==> config.mk <==
export PLATFORM = sky130hd
export DESIGN_NAME = ntc_adc_to_temperature
export DESIGN_NICKNAME = d
export VERILOG_FILES = /design/src/rtl/core/ntc_pkg.sv /design/src/rtl/core/ntc_div.sv /design/src/rtl/core/ntc_adc_to_temperature.sv
export SDC_FILE = /design/constraint.sdc
export NUM_CORES = 1
export LEC_CHECK = 0
export ABC_AREA = 1
export BUFFER_PORTS_ARGS = -buffer_cell sky130_fd_sc_hd__buf_4
export CAP_MARGIN = 20
export CORE_MARGIN = 1
export CORE_UTILIZATION = 58
export DETAILED_ROUTE_END_ITERATION = 16
export PLACE_DENSITY = 0.85
export SKIP_CTS_REPAIR_TIMING = 1
export SLEW_MARGIN = 20
export SYNTH_ARGS = -nofsm -noshare
export SYNTH_HDL_FRONTEND = slang
export SYNTH_SLANG_ARGS = --single-unit
==> constraint.sdc <==
create_clock -name clk -period 6.4 [get_ports clk]
set_clock_uncertainty 0.05 [all_clocks]
set_input_delay 0.96 -clock clk [delete_from_list [all_inputs] [get_ports clk]]
set_output_delay 0.96 -clock clk [all_outputs]
set_load 0.02 [all_outputs]
==> src/rtl/core/ntc_pkg.sv <==
// shared types, codes and constant tables for the ntc adc to temperature converter
package ntc_pkg;

    // result status codes
    localparam logic [1:0] ST_OK    = 2'd0;
    localparam logic [1:0] ST_RAIL  = 2'd1;
    localparam logic [1:0] ST_CLAMP = 2'd2;

    localparam int TEMP_W    = 16;
    localparam int STATUS_W  = 2;
    localparam int OFFSET_W  = 15;
    localparam int RES_W     = 16;
    localparam int TBL_SLOTS = 64;
    localparam int TBL_IDX_W = 6;
    localparam int STEP_W    = 6;
    localparam int PROD_W    = 25;
    localparam int FRAC_W    = 9;
    localparam int CALC_W    = 17;

    localparam logic [16:0] SCALE_K    = 17'd100000;
    localparam logic [31:0] DIV2_NUM   = 32'd1200000000;
    localparam logic [15:0] DIV2_HI    = DIV2_NUM[31:16];
    localparam logic [15:0] DIV2_LO    = DIV2_NUM[15:0];
    localparam logic [8:0]  STEP_CENTI = 9'd500;
    localparam logic [RES_W-1:0] RES_MAX = 16'hFFFF;

    localparam logic [STEP_W-1:0] DIV2_STEPS = 6'd16;
    localparam logic [STEP_W-1:0] DIV3_STEPS = 6'd9;

    // thermistor resistance in 10 ohm units, 0 degrees up in 5 degree steps
    localparam logic [RES_W-1:0] RES_TABLE [TBL_SLOTS] = '{
        0: 16'd34090, 1: 16'd26310, 2: 16'd20440, 3: 16'd16000, 4: 16'd12610,
        5: 16'd10000, 6: 16'd7981,  7: 16'd6408,  8: 16'd5174,  9: 16'd4202,
        10: 16'd3431, 11: 16'd2816, 12: 16'd2322, 13: 16'd1925, 14: 16'd1603,
        15: 16'd1340, 16: 16'd1126, 17: 16'd949,  18: 16'd804,  19: 16'd684,
        default: 16'd0
    };

    // command to the shared divider
    typedef struct packed {
        logic              start;
        logic [STEP_W-1:0] steps;
    } ntc_div_cmd_t;

endpackage

==> src/rtl/core/ntc_div.sv <==
// shared restoring divider, one quotient bit per cycle
module ntc_div #(
    parameter int W = 27
) (
    input  logic                 clk,
    input  logic                 rst_n,
    input  ntc_pkg::ntc_div_cmd_t cmd,
    input  logic [W-1:0]         rem_init,
    input  logic [W-1:0]         acc_init,
    input  logic [W-1:0]         den,
    output logic                 done,
    output logic [W-1:0]         quo
);
    import ntc_pkg::*;

    logic [W-1:0]      rem_reg, rem_next;
    logic [W-1:0]      acc_reg, acc_next;
    logic [W-1:0]      den_reg;
    logic [STEP_W-1:0] cnt_reg;
    logic              done_reg;
    logic [W:0]        trial;
    logic [W:0]        diff;

    // numerator bits leave at the top of acc, quotient bits enter at the bottom
    always_comb
    begin
        trial = {rem_reg, acc_reg[W-1]};
        diff  = trial - {1'b0, den_reg};
        if (!diff[W])
        begin
            rem_next = diff[W-1:0];
        end
        else
        begin
            rem_next = trial[W-1:0];
        end
        acc_next = {acc_reg[W-2:0], ~diff[W]};
    end

    always_ff @(posedge clk or negedge rst_n)
    begin
        if (!rst_n)
        begin
            cnt_reg  <= '0;
            done_reg <= 1'b0;
        end
        else if (cmd.start)
        begin
            cnt_reg  <= cmd.steps;
            done_reg <= 1'b0;
        end
        else if (cnt_reg != '0)
        begin
            cnt_reg  <= cnt_reg - 1'b1;
            done_reg <= (cnt_reg == STEP_W'(1));
        end
        else
        begin
            done_reg <= 1'b0;
        end
    end

    always_ff @(posedge clk)
    begin
        if (cmd.start)
        begin
            rem_reg <= rem_init;
            acc_reg <= acc_init;
            den_reg <= den;
        end
        else if (cnt_reg != '0)
        begin
            rem_reg <= rem_next;
            acc_reg <= acc_next;
        end
    end

    assign done = done_reg;
    assign quo  = acc_reg;

endmodule

==> src/rtl/core/ntc_adc_to_temperature.sv <==
// ntc adc sample to temperature converter: sequencer around one shared divider
//
//  channel | dir | handshake                 | payload
//  --------+-----+---------------------------+-------------------------------------
//  s_      | in  | s_tvalid / s_tready       | s_tdata: adc_sample
//  m_      | out | m_tvalid / m_tready       | m_tdata: temperature, m_tuser: status
//  cfg_    | in  | cfg_valid / cfg_ready     | cfg_data: temp_offset
//
// a sample runs division one, division two, the table scan, interpolation division and
// the final step; a rail sample goes straight to the final step. the shared divider
// retires one quotient bit per cycle and the table scan reads one entry per cycle.
// s_tready is high only while the sequencer is idle; a finished result waits in the
// output register, so a stalled m_ side holds only the final step. rst_n is async.
module ntc_adc_to_temperature #(
    parameter int TABLE_ENTRIES = 21,
    parameter int ADC_BITS      = 10
) (
    input  logic                           clk,
    input  logic                           rst_n,
    input  logic                           s_tvalid,
    output logic                           s_tready,
    input  logic [((ADC_BITS+7)/8)*8-1:0]  s_tdata,   // [ADC_BITS-1:0] adc_sample
    output logic                           m_tvalid,
    input  logic                           m_tready,
    output logic [ntc_pkg::TEMP_W-1:0]     m_tdata,   // [15:0] temperature
    output logic [ntc_pkg::STATUS_W-1:0]   m_tuser,   // [1:0] status
    input  logic                           cfg_valid,
    output logic                           cfg_ready,
    input  logic [ntc_pkg::OFFSET_W-1:0]   cfg_data
);
    import ntc_pkg::*;

    localparam int QW = ADC_BITS + 17;
    localparam int IW = (TABLE_ENTRIES > 2) ? $clog2(TABLE_ENTRIES) : 1;
    localparam logic [63:0] FULL64 = (64'd1 << ADC_BITS) - 64'd1;
    localparam logic [63:0] NUM1   = FULL64 * 64'd100000;
    localparam logic [ADC_BITS-1:0] FULL = FULL64[ADC_BITS-1:0];
    localparam logic [IW-1:0] LAST = IW'(TABLE_ENTRIES - 1);

    typedef enum logic [3:0] {
        S_IDLE, S_DIV1, S_SUB, S_DIV2, S_SCAN, S_EVAL, S_MUL, S_DIV3, S_FIN
    } state_t;

    state_t                 state_reg;
    logic [OFFSET_W-1:0]    offset_reg;
    logic [RES_W-1:0]       r_reg;
    logic [IW-1:0]          idx_reg;
    logic [FRAC_W-1:0]      frac_reg;
    logic [PROD_W-1:0]      prod_reg;
    logic [STATUS_W-1:0]    status_reg;
    logic                   m_tvalid_reg;
    logic [TEMP_W-1:0]      m_tdata_reg;
    logic [STATUS_W-1:0]    m_tuser_reg;

    ntc_div_cmd_t           div_cmd;
    logic [QW-1:0]          div_rem_init;
    logic [QW-1:0]          div_acc_init;
    logic [QW-1:0]          div_den;
    logic                   div_done;
    logic [QW-1:0]          div_quo;

    logic [ADC_BITS-1:0]    sample;
    logic                   at_rail;
    logic [QW-1:0]          d_val;
    logic                   r_sat;
    logic [RES_W-1:0]       tbl_cur;
    logic [RES_W-1:0]       tbl_prev;
    logic [RES_W-1:0]       span;
    logic [RES_W-1:0]       above;
    logic [PROD_W-1:0]      prod;
    logic [CALC_W-1:0]      temp_calc;
    logic                   out_free;

    assign sample  = s_tdata[ADC_BITS-1:0];
    assign at_rail = (sample == '0) || (sample == FULL);
    assign d_val   = div_quo - QW'(SCALE_K);
    // quotient of the second division reaches 2^16 exactly when d is not above the top half
    assign r_sat   = (d_val <= QW'(DIV2_HI));

    assign tbl_cur  = RES_TABLE[TBL_IDX_W'(idx_reg)];
    assign tbl_prev = RES_TABLE[TBL_IDX_W'(idx_reg - 1'b1)];
    assign span     = tbl_prev - tbl_cur;
    assign above    = r_reg - tbl_cur;
    assign prod     = PROD_W'(above) * PROD_W'(STEP_CENTI);

    assign temp_calc = CALC_W'(idx_reg) * CALC_W'(STEP_CENTI)
                     - CALC_W'(frac_reg)
                     - {{(CALC_W-OFFSET_W){offset_reg[OFFSET_W-1]}}, offset_reg};

    assign out_free = !m_tvalid_reg || m_tready;

    // divider command mux
    always_comb
    begin
        div_cmd.start = 1'b0;
        div_cmd.steps = STEP_W'(QW);
        div_rem_init  = '0;
        div_acc_init  = NUM1[QW-1:0];
        div_den       = QW'(sample);
        case (state_reg)
            S_IDLE:
            begin
                div_cmd.start = s_tvalid && !at_rail;
            end
            S_SUB:
            begin
                div_cmd.start = !r_sat;
                div_cmd.steps = DIV2_STEPS;
                div_rem_init  = QW'(DIV2_HI);
                div_acc_init  = {DIV2_LO, {(QW-16){1'b0}}};
                div_den       = d_val;
            end
            S_MUL:
            begin
                div_cmd.start = (span != '0);
                div_cmd.steps = DIV3_STEPS;
                div_rem_init  = QW'(prod_reg[PROD_W-1:FRAC_W]);
                div_acc_init  = {prod_reg[FRAC_W-1:0], {(QW-FRAC_W){1'b0}}};
                div_den       = QW'(span);
            end
            default:
            begin
                div_cmd.start = 1'b0;
            end
        endcase
    end

    ntc_div #(
        .W (QW)
    ) u_div (
        .clk      (clk),
        .rst_n    (rst_n),
        .cmd      (div_cmd),
        .rem_init (div_rem_init),
        .acc_init (div_acc_init),
        .den      (div_den),
        .done     (div_done),
        .quo      (div_quo)
    );

    always_ff @(posedge clk or negedge rst_n)
    begin
        if (!rst_n)
        begin
            offset_reg <= '0;
        end
        else if (cfg_valid)
        begin
            offset_reg <= cfg_data;
        end
    end

    always_ff @(posedge clk or negedge rst_n)
    begin
        if (!rst_n)
        begin
            state_reg    <= S_IDLE;
            r_reg        <= '0;
            idx_reg      <= '0;
            frac_reg     <= '0;
            prod_reg     <= '0;
            status_reg   <= ST_OK;
            m_tvalid_reg <= 1'b0;
            m_tdata_reg  <= '0;
            m_tuser_reg  <= ST_OK;
        end
        else
        begin
            if (m_tvalid_reg && m_tready)
            begin
                m_tvalid_reg <= 1'b0;
            end
            case (state_reg)
                S_IDLE:
                begin
                    if (s_tvalid)
                    begin
                        idx_reg  <= '0;
                        frac_reg <= '0;
                        if (at_rail)
                        begin
                            status_reg <= ST_RAIL;
                            state_reg  <= S_FIN;
                        end
                        else
                        begin
                            status_reg <= ST_OK;
                            state_reg  <= S_DIV1;
                        end
                    end
                end
                S_DIV1:
                begin
                    if (div_done)
                    begin
                        state_reg <= S_SUB;
                    end
                end
                S_SUB:
                begin
                    if (r_sat)
                    begin
                        r_reg     <= RES_MAX;
                        state_reg <= S_SCAN;
                    end
                    else
                    begin
                        state_reg <= S_DIV2;
                    end
                end
                S_DIV2:
                begin
                    if (div_done)
                    begin
                        r_reg     <= div_quo[RES_W-1:0];
                        state_reg <= S_SCAN;
                    end
                end
                S_SCAN:
                begin
                    // stop at the first entry not above r, or at the last entry
                    if ((idx_reg != LAST) && (tbl_cur > r_reg))
                    begin
                        idx_reg <= idx_reg + 1'b1;
                    end
                    else
                    begin
                        state_reg <= S_EVAL;
                    end
                end
                S_EVAL:
                begin
                    if (idx_reg == '0)
                    begin
                        status_reg <= (r_reg > tbl_cur) ? ST_CLAMP : ST_OK;
                        state_reg  <= S_FIN;
                    end
                    else if (tbl_cur > r_reg)
                    begin
                        status_reg <= ST_CLAMP;
                        state_reg  <= S_FIN;
                    end
                    else
                    begin
                        prod_reg  <= prod;
                        state_reg <= S_MUL;
                    end
                end
                S_MUL:
                begin
                    if (span != '0)
                    begin
                        state_reg <= S_DIV3;
                    end
                    else
                    begin
                        state_reg <= S_FIN;
                    end
                end
                S_DIV3:
                begin
                    if (div_done)
                    begin
                        frac_reg  <= div_quo[FRAC_W-1:0];
                        state_reg <= S_FIN;
                    end
                end
                S_FIN:
                begin
                    if (out_free)
                    begin
                        m_tvalid_reg <= 1'b1;
                        m_tuser_reg  <= status_reg;
                        if (status_reg == ST_RAIL)
                        begin
                            m_tdata_reg <= '0;
                        end
                        else
                        begin
                            m_tdata_reg <= temp_calc[TEMP_W-1:0];
                        end
                        state_reg <= S_IDLE;
                    end
                end
                default:
                begin
                    state_reg <= S_IDLE;
                end
            endcase
        end
    end

    assign s_tready  = (state_reg == S_IDLE);
    assign cfg_ready = 1'b1;
    assign m_tvalid  = m_tvalid_reg;
    assign m_tdata   = m_tdata_reg;
    assign m_tuser   = m_tuser_reg;

endmodule

After elaboration in Yosys (flattened, before gate mapping)
Memories as Yosys holds them, arrays and structs flattened.
Index checks and enable logic that the tools add are counted.
W data, S select, Z words.
{"block": "totals", "output_inout_bits": 21, "n_memories": 2, "romBits": 2048, "input_bits": 36, "ff_bits": 181, "elab_cells": 133}
{"memory": "(name not given)", "depth": 64, "width": 16, "rd": 1, "rd_clocked_by_memory_dff": 0, "wr": 0, "line": "ntc_adc_to_temperature.sv:81", "rtl": "assign tbl_prev = RES_TABLE[TBL_IDX_W'(idx_reg - 1'b1)];"}
{"memory": "(name not given)", "depth": 64, "width": 16, "rd": 1, "rd_clocked_by_memory_dff": 0, "wr": 0, "line": "ntc_adc_to_temperature.sv:80", "rtl": "assign tbl_cur = RES_TABLE[TBL_IDX_W'(idx_reg)];"}
{"block": "classes", "add_sub_neg": 9, "magnitude_cmp": 5, "bitwise_logic": 5, "multipliers": 2, "n_reduce_logical": 25, "n_mux": 49, "n_eq_ne": 21}
{"op": "$mux W27", "n": 5}
{"op": "$mux W16", "n": 7}
{"op": "$pmux W27 S2", "n": 2}
{"op": "$pmux W16 S2", "n": 2}
{"op": "$mux W4", "n": 10}
{"op": "$pmux W4 S9", "n": 1}
{"op": "$gt A16 B16 Y1", "n": 2}
{"op": "$sub A16 B16 Y16", "n": 2}
{"op": "$sub A28 B27 Y28", "n": 1}
{"op": "$le A27 B15 Y1 const B", "n": 1}
{"op": "$sub A27 B17 Y27 const B", "n": 1}
{"op": "$mul A16 B7 Y23 const B", "n": 1}
{"op": "$pmux W5 S2", "n": 2}
{"op": "$mux W9", "n": 2}
{"op": "$pmux W9 S2", "n": 1}
{"op": "$eq A4 B3 Y1 const B", "n": 4}
{"op": "$reduce_bool A16 Y1", "n": 1}
{"op": "$sub A15 B15 Y16", "n": 1}
{"op": "$reduce_and A3 Y1", "n": 5}
{"op": "$sub A14 B9 Y15", "n": 1}
{"op": "$ge A7 B7 Y1 const B", "n": 2}
{"op": "$mul A5 B7 Y12 const B", "n": 1}
{"op": "$mux W6", "n": 2}
{"op": "$eq A10 B10 Y1 const B", "n": 1}
{"op": "other kinds (31)", "n": 58}

Logic depth before layout (Yosys ltp)
Gate-level depths: netlist of the first run.
{"block": "logic_depth", "word_depth": 9, "ltp_mapped": 45, "mapped_depth_nobuf": 44}

Cells and area by module
A second synthesis of the first run with hierarchy kept.
{"block": "hier_totals", "cells_unflattened": 2601, "area_unflattened_um2": 18562.8}
{"module": "ntc_adc_to_temperature", "seq_area_each_um2": 2327.2, "area_per_inst_um2": 12420.7, "cells_per_inst": 1763, "n_inst": 1}
{"module": "ntc_div", "seq_area_each_um2": 2607.5, "area_per_inst_um2": 6142.1, "cells_per_inst": 838, "n_inst": 1}

Worst setup path after synthesis of the first run
OpenSTA, ideal clock, no wires.
{"block": "synth_path", "path_kind": "flip-flop to flip-flop", "start": "register idx_reg[1]", "end": "register prod_reg[21]", "stages_incl_launch_ff": 42, "period_less_slack_ns": 6.973, "required_time_ns": 6.227, "setup_slack_ns": -0.573, "t_arrival_ns": 6.800, "setup_ns": 0.123, "n_path_buf": 0, "path_cell_list": "dfrtp_1 -> inv_1 -> ha_1 -> nor2_1 -> a21oi_1 -> o21ai_0 -> a21boi_0 -> ha_1 -> inv_1 -> ha_1 -> inv_1 -> nand2_1 -> nand2_1 -> nand2_1 -> a21boi_1 -> o21ai_2 -> inv_1 -> o21ai_2 -> (+6 left out) -> fa_1 -> inv_1 -> fa_1 -> inv_1 -> ha_1 -> nand2_1 -> nor2_1 -> o31ai_1 -> o211ai_1 -> a31oi_1 -> o21ai_0 -> nand3_1 -> nand2_1 -> nand3_1 -> nand2_1 -> a21oi_1 -> o21ai_0 -> nand2_1"}
{"block": "synth_between", "elab_chain_cells": 7, "elab_cells_between_ends": 11, "cone_classes": "1 x add/sub; 1 x mul; 1 x order compare; 2 x mux; 3 x bitwise; 2 x reduce/logical; 1 x memory"}
{"element": "from (decl)", "line": "ntc_adc_to_temperature.sv:47", "rtl": "logic [IW-1:0] idx_reg;"}
{"element": "from (signal assigned)", "line": "ntc_adc_to_temperature.sv:224", "rtl": "idx_reg <= idx_reg + 1'b1;"}
{"element": "branches (longest 7 deep; another with $mul A16 B7 Y23)"}
{"element": "to (signal assigned)", "line": "ntc_adc_to_temperature.sv:245", "rtl": "prod_reg <= prod;"}
{"element": "to (decl)", "line": "ntc_adc_to_temperature.sv:49", "rtl": "logic [PROD_W-1:0] prod_reg;"}
Several ways; the timed one is not identified. The select of a mux whose other input is x is not followed.
A chain may end at the register's enable or synchronous reset.

Final worst setup path of the first run
Same ends and word-level chain as after synthesis.

==> impl_metrics.toml, run 1 <==
[finish]
multiInputGateArea_um2 = 11200
fin_area_um2 = 20010
final_cell_mix = "454 x nand2_1, 319 x inv_1, 188 x buf_4"
fillerInstances = 2157
antenna_cells = 0
layout.nets = 2630
syn2layout_area_growth_pct = 18.47
mostFrequentLayoutCell = "nand2_1"
ff_latch_area_um2 = 4938
drive_gt1_share_pct = 17.81

[die]
num_rows = 62
start_util_pct = 58.84
die_width_um = 172.6
die-height_um = 172.6
core_um2 = 28700
die_area_um2 = 29800
io_pins = 57

[synth]
avgSynthCellArea_um2 = 7.711
async_reset_ff_share_pct = 55.25
synth_cell_type_count = 59
syn_nets = 2462
synth-edff-count = 81
syn_inst = 2190
syn_area_um2 = 16890
yosysWarningCount = 0
synth_ff_type = "dfrtp_1"
synth.yosys.seq_area_share_pct = 29.22
ys_ff_latch = 181

[sta]
setup_viol = 9
period_share_pct = 105.0
setup_slack_ps = -318.7
fmax_mhz = 148.8
maxSlewHeadroom_pct = 33.73
rsz0062_at_grt = "yes"
fin_crit_ps = 6719
worst_pin_slew_ps = 994.1
maxSlewViolCount = 0
hold_viol = 0

[placement]
place_area_um2 = 18650
io_buffers = 49
place.gp.congestion = 0.9685
dpl.hpwl_um = 34940

[detailed_routing]
vias_per_cell = 5.753
ant_nets = 0
wl_per_cell_um = 17.42
drc = 0
first_iter_violations = 1573
num_vias = 15850
wirelength_um = 47970
first_pass_iters = 6

[clocking]
clock_path_buffers = 2
clk_pin_slew_worst_paths_ps = 70
root_buffer = "clkbuf_16"
clkSinkCount = 181
h-tree-depth = 4
clock_latency_ps = 440
cts-buffers-inserted = 17
cts_tree = "done"

[grt]
grt_pass1_wl_um = 75080
globalRouteOverflowTotal = 0
antenna_found_initial = 0
grt_pass1_vias = 15350
grt_max_degree = 73
track_usage_pct = 31.10

[worst_setup_path]
cp_top_family = "adder cells"
crit_fanout = 6
cp-start-kind = "flop"
critPathKind = "flop to flop"
endpoint_kind = "flop"
arrival_ps = 7050
critPathMaxStageDelay_ps = 600
slowest_stage = "fa_1"
cp.buffers_inverters = 7
cpMostUsedCell = "fa_1"
required_ps = 6730

[min_path]
min_path_type = "input port to asynchronous set/reset pin"

[outcome]
status = "complete, but fails checks"
violations = "negative setup slack"

[flow_run]
max_cap_violations = 0
## worst register-to-register path, delay by kind of cell, from the launching register on
family / cells / cell delay, ps
compound gates: 8 / 1520
fa+ha+maj: 6 / 2830
buf+inv: 7 / 880
flops: 1 / 430
simple gates: 9 / 940
## routing by layer
layer	global-route usage, %	vias up	wire [µm]
met5	0	-	0
met4	11.46	0	1896
met3	4.332	160	3305
met2	52.45	660	23030
met1	40.70	7509	19740
li1	-	7516	-
## synthesized netlist by cell type (26+ instances only)
cell type,n,area [µm²]
clkbuf_1,27,101.4
xor2_1,66,578.1
nand2_1,474,1779
ha_1,177,2215
dfrtp_1,100,2502
xnor2_1,37,324.1
nand3_1,78,390.4
fa_1,59,1181
nor3_1,26,130.1
inv_1,340,1276
edfxtp_1,81,2432
nor2_1,183,686.9
a21oi_1,146,730.7
o21ai_0,155,775.7
## final timing paths
| kind | startpoint | end | slack, ps | cells past startpoint |
|---|---|---|---|---|
| worst min register to register | prod_reg[4] | prod_reg[4] | 430 | 2 |
| worst max-delay path | idx_reg[1] | prod_reg[21] | -320 | 30 |
| worst min-delay path | rst_n | idx_reg[2] | 380 | 1 |
| worst max register to register | idx_reg[1] | prod_reg[21] | -320 | 30 |
| max in group asynchronous | rst_n | u_div.cnt_reg[1] | 4650 | 2 |
| min in group clk | prod_reg[4] | prod_reg[4] | 430 | 2 |
## cells by family (layout without fill, tap and decap cells)
logic type	count (synthesis)	count (layout)	share of synthesized area [%]
and+or+nand+nor	839	839	20.95
AOI/OAI and AO/OA	434	434	14.99
buffers and inverters	395	575	9.306
adders and majority gates	236	236	20.11
DFF	181	181	29.22
xor gates and xnor gates	103	103	5.342
other	1	1	0.02221
muxes	1	1	0.06668
## final cells by class
cell class              count  share of cell area (%)
multi-input cells        1614                   55.98
flip-flops and latches    181                   24.68
repair buffers            193                   7.336
inverters                 351                   6.654
well taps                 384                   2.402
clock buffers              20                   2.183
clock inverters            11                  0.7567
## through the flow
step                      utilization (%)  hold slack (ps)  setup TNS, ps  setup slack (ps)  cells
after global routing                69.70            402.5          -4665            -564.5   2754
after global placement              64.96            405.9         -286.3            -92.25   2700
after floorplan                         -            392.2         -16.84            -16.84   2190
after CTS                           67.01            390.7          -1988            -297.1   2731
final                               69.70            379.7          -1303            -318.7   2754
after detailed placement            64.96            410.0          -1523            -233.7   2700
Power of run 1 is left out: the tool's default activity adds up to more than one toggle a clock period on the data nets, which glitch-free logic cannot reach.
==> run 2, diff against run 1 <==
REMOVE_ABC_BUFFERS = 1   (was not set)
==> run 2 against run 1 <==
The run still ends with negative setup slack left. Critical path depth up 9. Flip-flop and latch count stayed put. Via count grew 1.7%. Register-to-register slack better by 100 ps. First-iteration DRC count down 3.2%. Count of clock-buffer cells in the layout decreased by 2. Cell area grew 1.1%. Utilization is 0.75 points higher. Sequential share of layout area decreased by 0.27 points. Wire length rose by 0.92%. Die area is the same. Critical path type unchanged. Largest cell class unchanged.
==> impl_metrics.toml, run 2 (synthesized netlist as in run 1, its figures left out) <==
[die]
num_rows = 62
start_util_pct = 58.84
die_area_um2 = 29800
die_width_um = 172.6
core_um2 = 28700
die-height_um = 172.6
io_pins = 57

[worst_setup_path]
cp-start-kind = "flop"
crit_fanout = 4
required_ps = 6690
endpoint_kind = "flop"
critPathMaxStageDelay_ps = 550
slowest_stage = "fa_1"
arrival_ps = 6910
critPathKind = "flop to flop"

[sta]
rsz0062_at_grt = "yes"
fmax_mhz = 151.1
maxSlewViolCount = 0
setup_slack_ps = -218.0
period_share_pct = 103.4
worst_pin_slew_ps = 1067
setup_viol = 6
hold_viol = 0
maxSlewHeadroom_pct = 28.87
fin_crit_ps = 6618

[placement]
dpl.hpwl_um = 35630
io_buffers = 49
place.gp.congestion = 0.9869
place_area_um2 = 18760

[detailed_routing]
num_vias = 16110
ant_nets = 0
drc = 0
first_iter_violations = 1522
first_pass_iters = 5
wirelength_um = 48410
vias_per_cell = 5.773
wl_per_cell_um = 17.35

[clocking]
clk_pin_slew_worst_paths_ps = 80
cts-buffers-inserted = 17
clock_path_buffers = 2
clkSinkCount = 181
root_buffer = "clkbuf_16"
clock_latency_ps = 450
h-tree-depth = 4
cts_tree = "done"

[grt]
globalRouteOverflowTotal = 0
grt_pass1_vias = 15490
antenna_found_initial = 0
track_usage_pct = 30.76
grt_max_degree = 71
grt_pass1_wl_um = 74580

[finish]
fillerInstances = 2073
layout.nets = 2666
syn2layout_area_growth_pct = 19.74
final_cell_mix = "455 x nand2_1, 316 x inv_1, 219 x buf_4"
mostFrequentLayoutCell = "nand2_1"
drive_gt1_share_pct = 19.03
fin_area_um2 = 20220
antenna_cells = 0
utilization_pct = 70.45

[min_path]
min_path_type = "flop to flop"

[outcome]
violations = "negative setup slack"
status = "complete, but fails checks"

[flow_run]
max_cap_violations = 0
-- run 2: cell count changes in the layout (fill, tap and decap cells not counted), moves of 3 or more --
| cell | delta |
|---|---|
| clkinv_4 | +4 |
| nor2_1 | +3 |
| nand2_4 | -3 |
| inv_2 | +5 |
| buf_6 | +4 |
| inv_1 | -3 |
| clkinvlp_4 | -4 |
| xor2_4 | -3 |
| o21ai_2 | +4 |
| xnor2_2 | -3 |
| o21ai_1 | -4 |
| buf_4 | +31 |
-- run 2: cell type report --
| type | instances | area (µm²) | area share [%] |
|---|---|---|---|
| Multi-Input combinational cell | 1614 | 11120 | 55.01 |
| Inverter | 351 | 1328 | 6.565 |
| Sequential cell | 181 | 4937 | 24.42 |
| Tap cell | 384 | 480.5 | 2.376 |
| Timing Repair Buffer | 229 | 1760 | 8.706 |
| Clock buffer | 18 | 429.2 | 2.122 |
| Clock inverter | 14 | 162.7 | 0.8044 |
-- run 2: stage by stage --
| step | TNS (ps) | hold slack [ps] | setup WS, ps | std cells |
|---|---|---|---|---|
| 5_1_grt | -3821 | 451.2 | -528.3 | 2791 |
| 3_5_place_dp | -2643 | 417.7 | -421.5 | 2748 |
| 2_1_floorplan | -4143 | 393.6 | -587.2 | 2146 |
| 4_1_cts | -3187 | 437.0 | -473.1 | 2780 |
| 6_report | -730.0 | 436.1 | -218.0 | 2791 |
| 3_3_place_gp | -823.0 | 408.8 | -169.1 | 2748 |
-- run 2: critical path: cells and delay by family, from the launching register on --
kind / cells / cell delay, ps
AOI/OAI and AO/OA: 7 / 1140
xor gates and xnor gates: 2 / 260
adders and majority gates: 6 / 2410
buffers and inverters: 10 / 870
DFF: 1 / 450
and+or+nand+nor: 14 / 1330
-- run 2: final timing paths --
path | startpoint | end | slack (ps) | depth (start not counted)
worst max-delay path | idx_reg[0] | prod_reg[22] | -220 | 39
worst min-delay path | m_tdata[9] | m_tdata[9] | 440 | 2
worst max register to register | idx_reg[0] | prod_reg[22] | -220 | 39
worst min register to register | m_tdata[9] | m_tdata[9] | 440 | 2
max in group asynchronous | rst_n | state_reg[0] | 4710 | 2
min in group asynchronous | rst_n | idx_reg[1] | 450 | 1
-- run 2: per-layer routing --
metal / track usage (%) / wire length (µm) / up-vias
met5: 0 / 0 / -
met1: 40.04 / 19700 / 7604
met2: 52.37 / 23200 / 750
li1: - / - / 7613
met4: 10.49 / 1984 / 0
met3: 4.485 / 3528 / 146
Power of run 2 is left out for the same reason.
==> run 3, diff against run 2 <==
CORE_UTILIZATION = 37   (was 58)
PLACE_DENSITY = 0.61   (was 0.85)
==> run 3 against run 2 <==
The flow still finishes with violations (negative setup slack). Setup slack improved by 180 ps. Largest cell class unchanged. Hold slack got worse by 2.0 ps. Register-to-register slack improved by 180 ps. Via count decreased by 5.4%. Maximum frequency increased by 2.8%. Cell area increased by 2.5%.
==> impl_metrics.toml, run 3 (synthesized netlist as in run 1, its figures left out) <==
[die]
die_area_um2 = 46500
die-height_um = 215.6
io_pins = 57
die_width_um = 215.6
core_um2 = 44610
num_rows = 77
start_util_pct = 37.86

[detailed_routing]
ant_nets = 0
vias_per_cell = 5.046
drc = 0
wirelength_um = 46750
wl_per_cell_um = 15.49
first_iter_violations = 1005
num_vias = 15240
first_pass_iters = 5

[grt]
antenna_found_initial = 0
grt_pass1_vias = 14750
track_usage_pct = 20.03
grt_pass1_wl_um = 75400
grt_max_degree = 55
globalRouteOverflowTotal = 0

[finish]
mostFrequentLayoutCell = "nand2_1"
layout.nets = 2686
fillerInstances = 4342
ff_latch_area_um2 = 4937
drive_gt1_share_pct = 20.27
final_cell_mix = "451 x nand2_1, 310 x inv_1, 231 x buf_4"
antenna_cells = 0
multiInputGateArea_um2 = 11220
syn2layout_area_growth_pct = 22.76

[clocking]
cts_tree = "done"
root_buffer = "clkbuf_16"
clock_latency_ps = 440
clock_path_buffers = 2
h-tree-depth = 4
clk_pin_slew_worst_paths_ps = 70
cts-buffers-inserted = 17
clkSinkCount = 181

[sta]
rsz0062_at_grt = "yes"
fmax_mhz = 155.3
hold_viol = 0
maxSlewHeadroom_pct = 29.80
setup_slack_ps = -37.46
setup_viol = 1
maxSlewViolCount = 0
worst_pin_slew_ps = 1049
period_share_pct = 100.6
fin_crit_ps = 6437

[worst_setup_path]
slowest_stage = "fa_1"
critPathKind = "flop to flop"
crit_fanout = 5
arrival_ps = 6710
cp.buffers_inverters = 7
endpoint_kind = "flop"
required_ps = 6670
critPathMaxStageDelay_ps = 560
cpMostUsedCell = "fa_1"
cp-start-kind = "flop"
cp_top_family = "adder cells"

[placement]
io_buffers = 49
dpl.hpwl_um = 37290
place.gp.congestion = 0.9117
place_ws_ps = -442.9

[outcome]
status = "complete, but fails checks"
violations = "negative setup slack"

[flow_run]
max_cap_violations = 0

[min_path]
min_path_type = "flop to flop"
run 3: cell count changes in the layout (fill, tap and decap cells not counted), moves of 4 or more:
cell,change
buf_4,+12
nand2_1,-4
buf_6,+6
a21oi_1,-5
ha_4,+5
a21oi_2,+6
inv_1,-6
nand2_4,+4
inv_2,+5
run 3: worst reg2reg max path, delay by kind of cell (launching register included):
family                   cells  cell delay, ps
XOR/XNOR                     1              70
AND/OR/NAND/NOR             11             830
AO/OA/AOI/OAI               10            1270
buffers and inverters        7             630
flip-flops                   1             470
adder cells (fa/ha/maj)      8            3000
run 3: metal layers:
metal / part of all wire [%] / track usage, %
met3: 3.9 / 2.072
met5: 0 / 0
met2: 46 / 32.36
met4: 1.8 / 5.106
met1: 49 / 28.48
run 3: worst paths after layout:
kind / slack (ps) / startpoint / cells past startpoint / end
setup reg to reg: -40 / idx_reg[0] / 37 / prod_reg[21]
max in group asynchronous: 4660 / rst_n / 2 / u_div.cnt_reg[0]
min in group asynchronous: 460 / rst_n / 1 / offset_reg[13]
hold / removal: 430 / m_tdata[5] / 2 / m_tdata[5]
setup / recovery: -40 / idx_reg[0] / 37 / prod_reg[21]
hold reg to reg: 430 / m_tdata[5] / 2 / m_tdata[5]
run 3: area by class of cell:
type,instances,share of cell area [%]
flip-flops and latches,181,23.82
repair buffers,249,9.445
multi-input cells,1614,54.10
clock buffers,22,2.293
well taps,592,3.573
inverters,351,6.416
clock inverters,10,0.3561
run 3: metrics by stage:
step | instance area [µm²] | setup TNS [ps] | std cells | util, % | hold WS, ps
2_1_floorplan | 16640 | -4143 | 2146 | - | 393.6
3_3_place_gp | 19130 | -1989 | 2969 | 42.88 | 416.4
3_5_place_dp | 19130 | -3253 | 2969 | 42.88 | 416.7
4_1_cts | 19680 | -3781 | 3001 | 44.11 | 435.8
5_1_grt | 20730 | -1958 | 3019 | 46.48 | 444.9
6_report | 20730 | -37.46 | 3019 | 46.48 | 434.2
Power of run 3 is left out for the same reason.
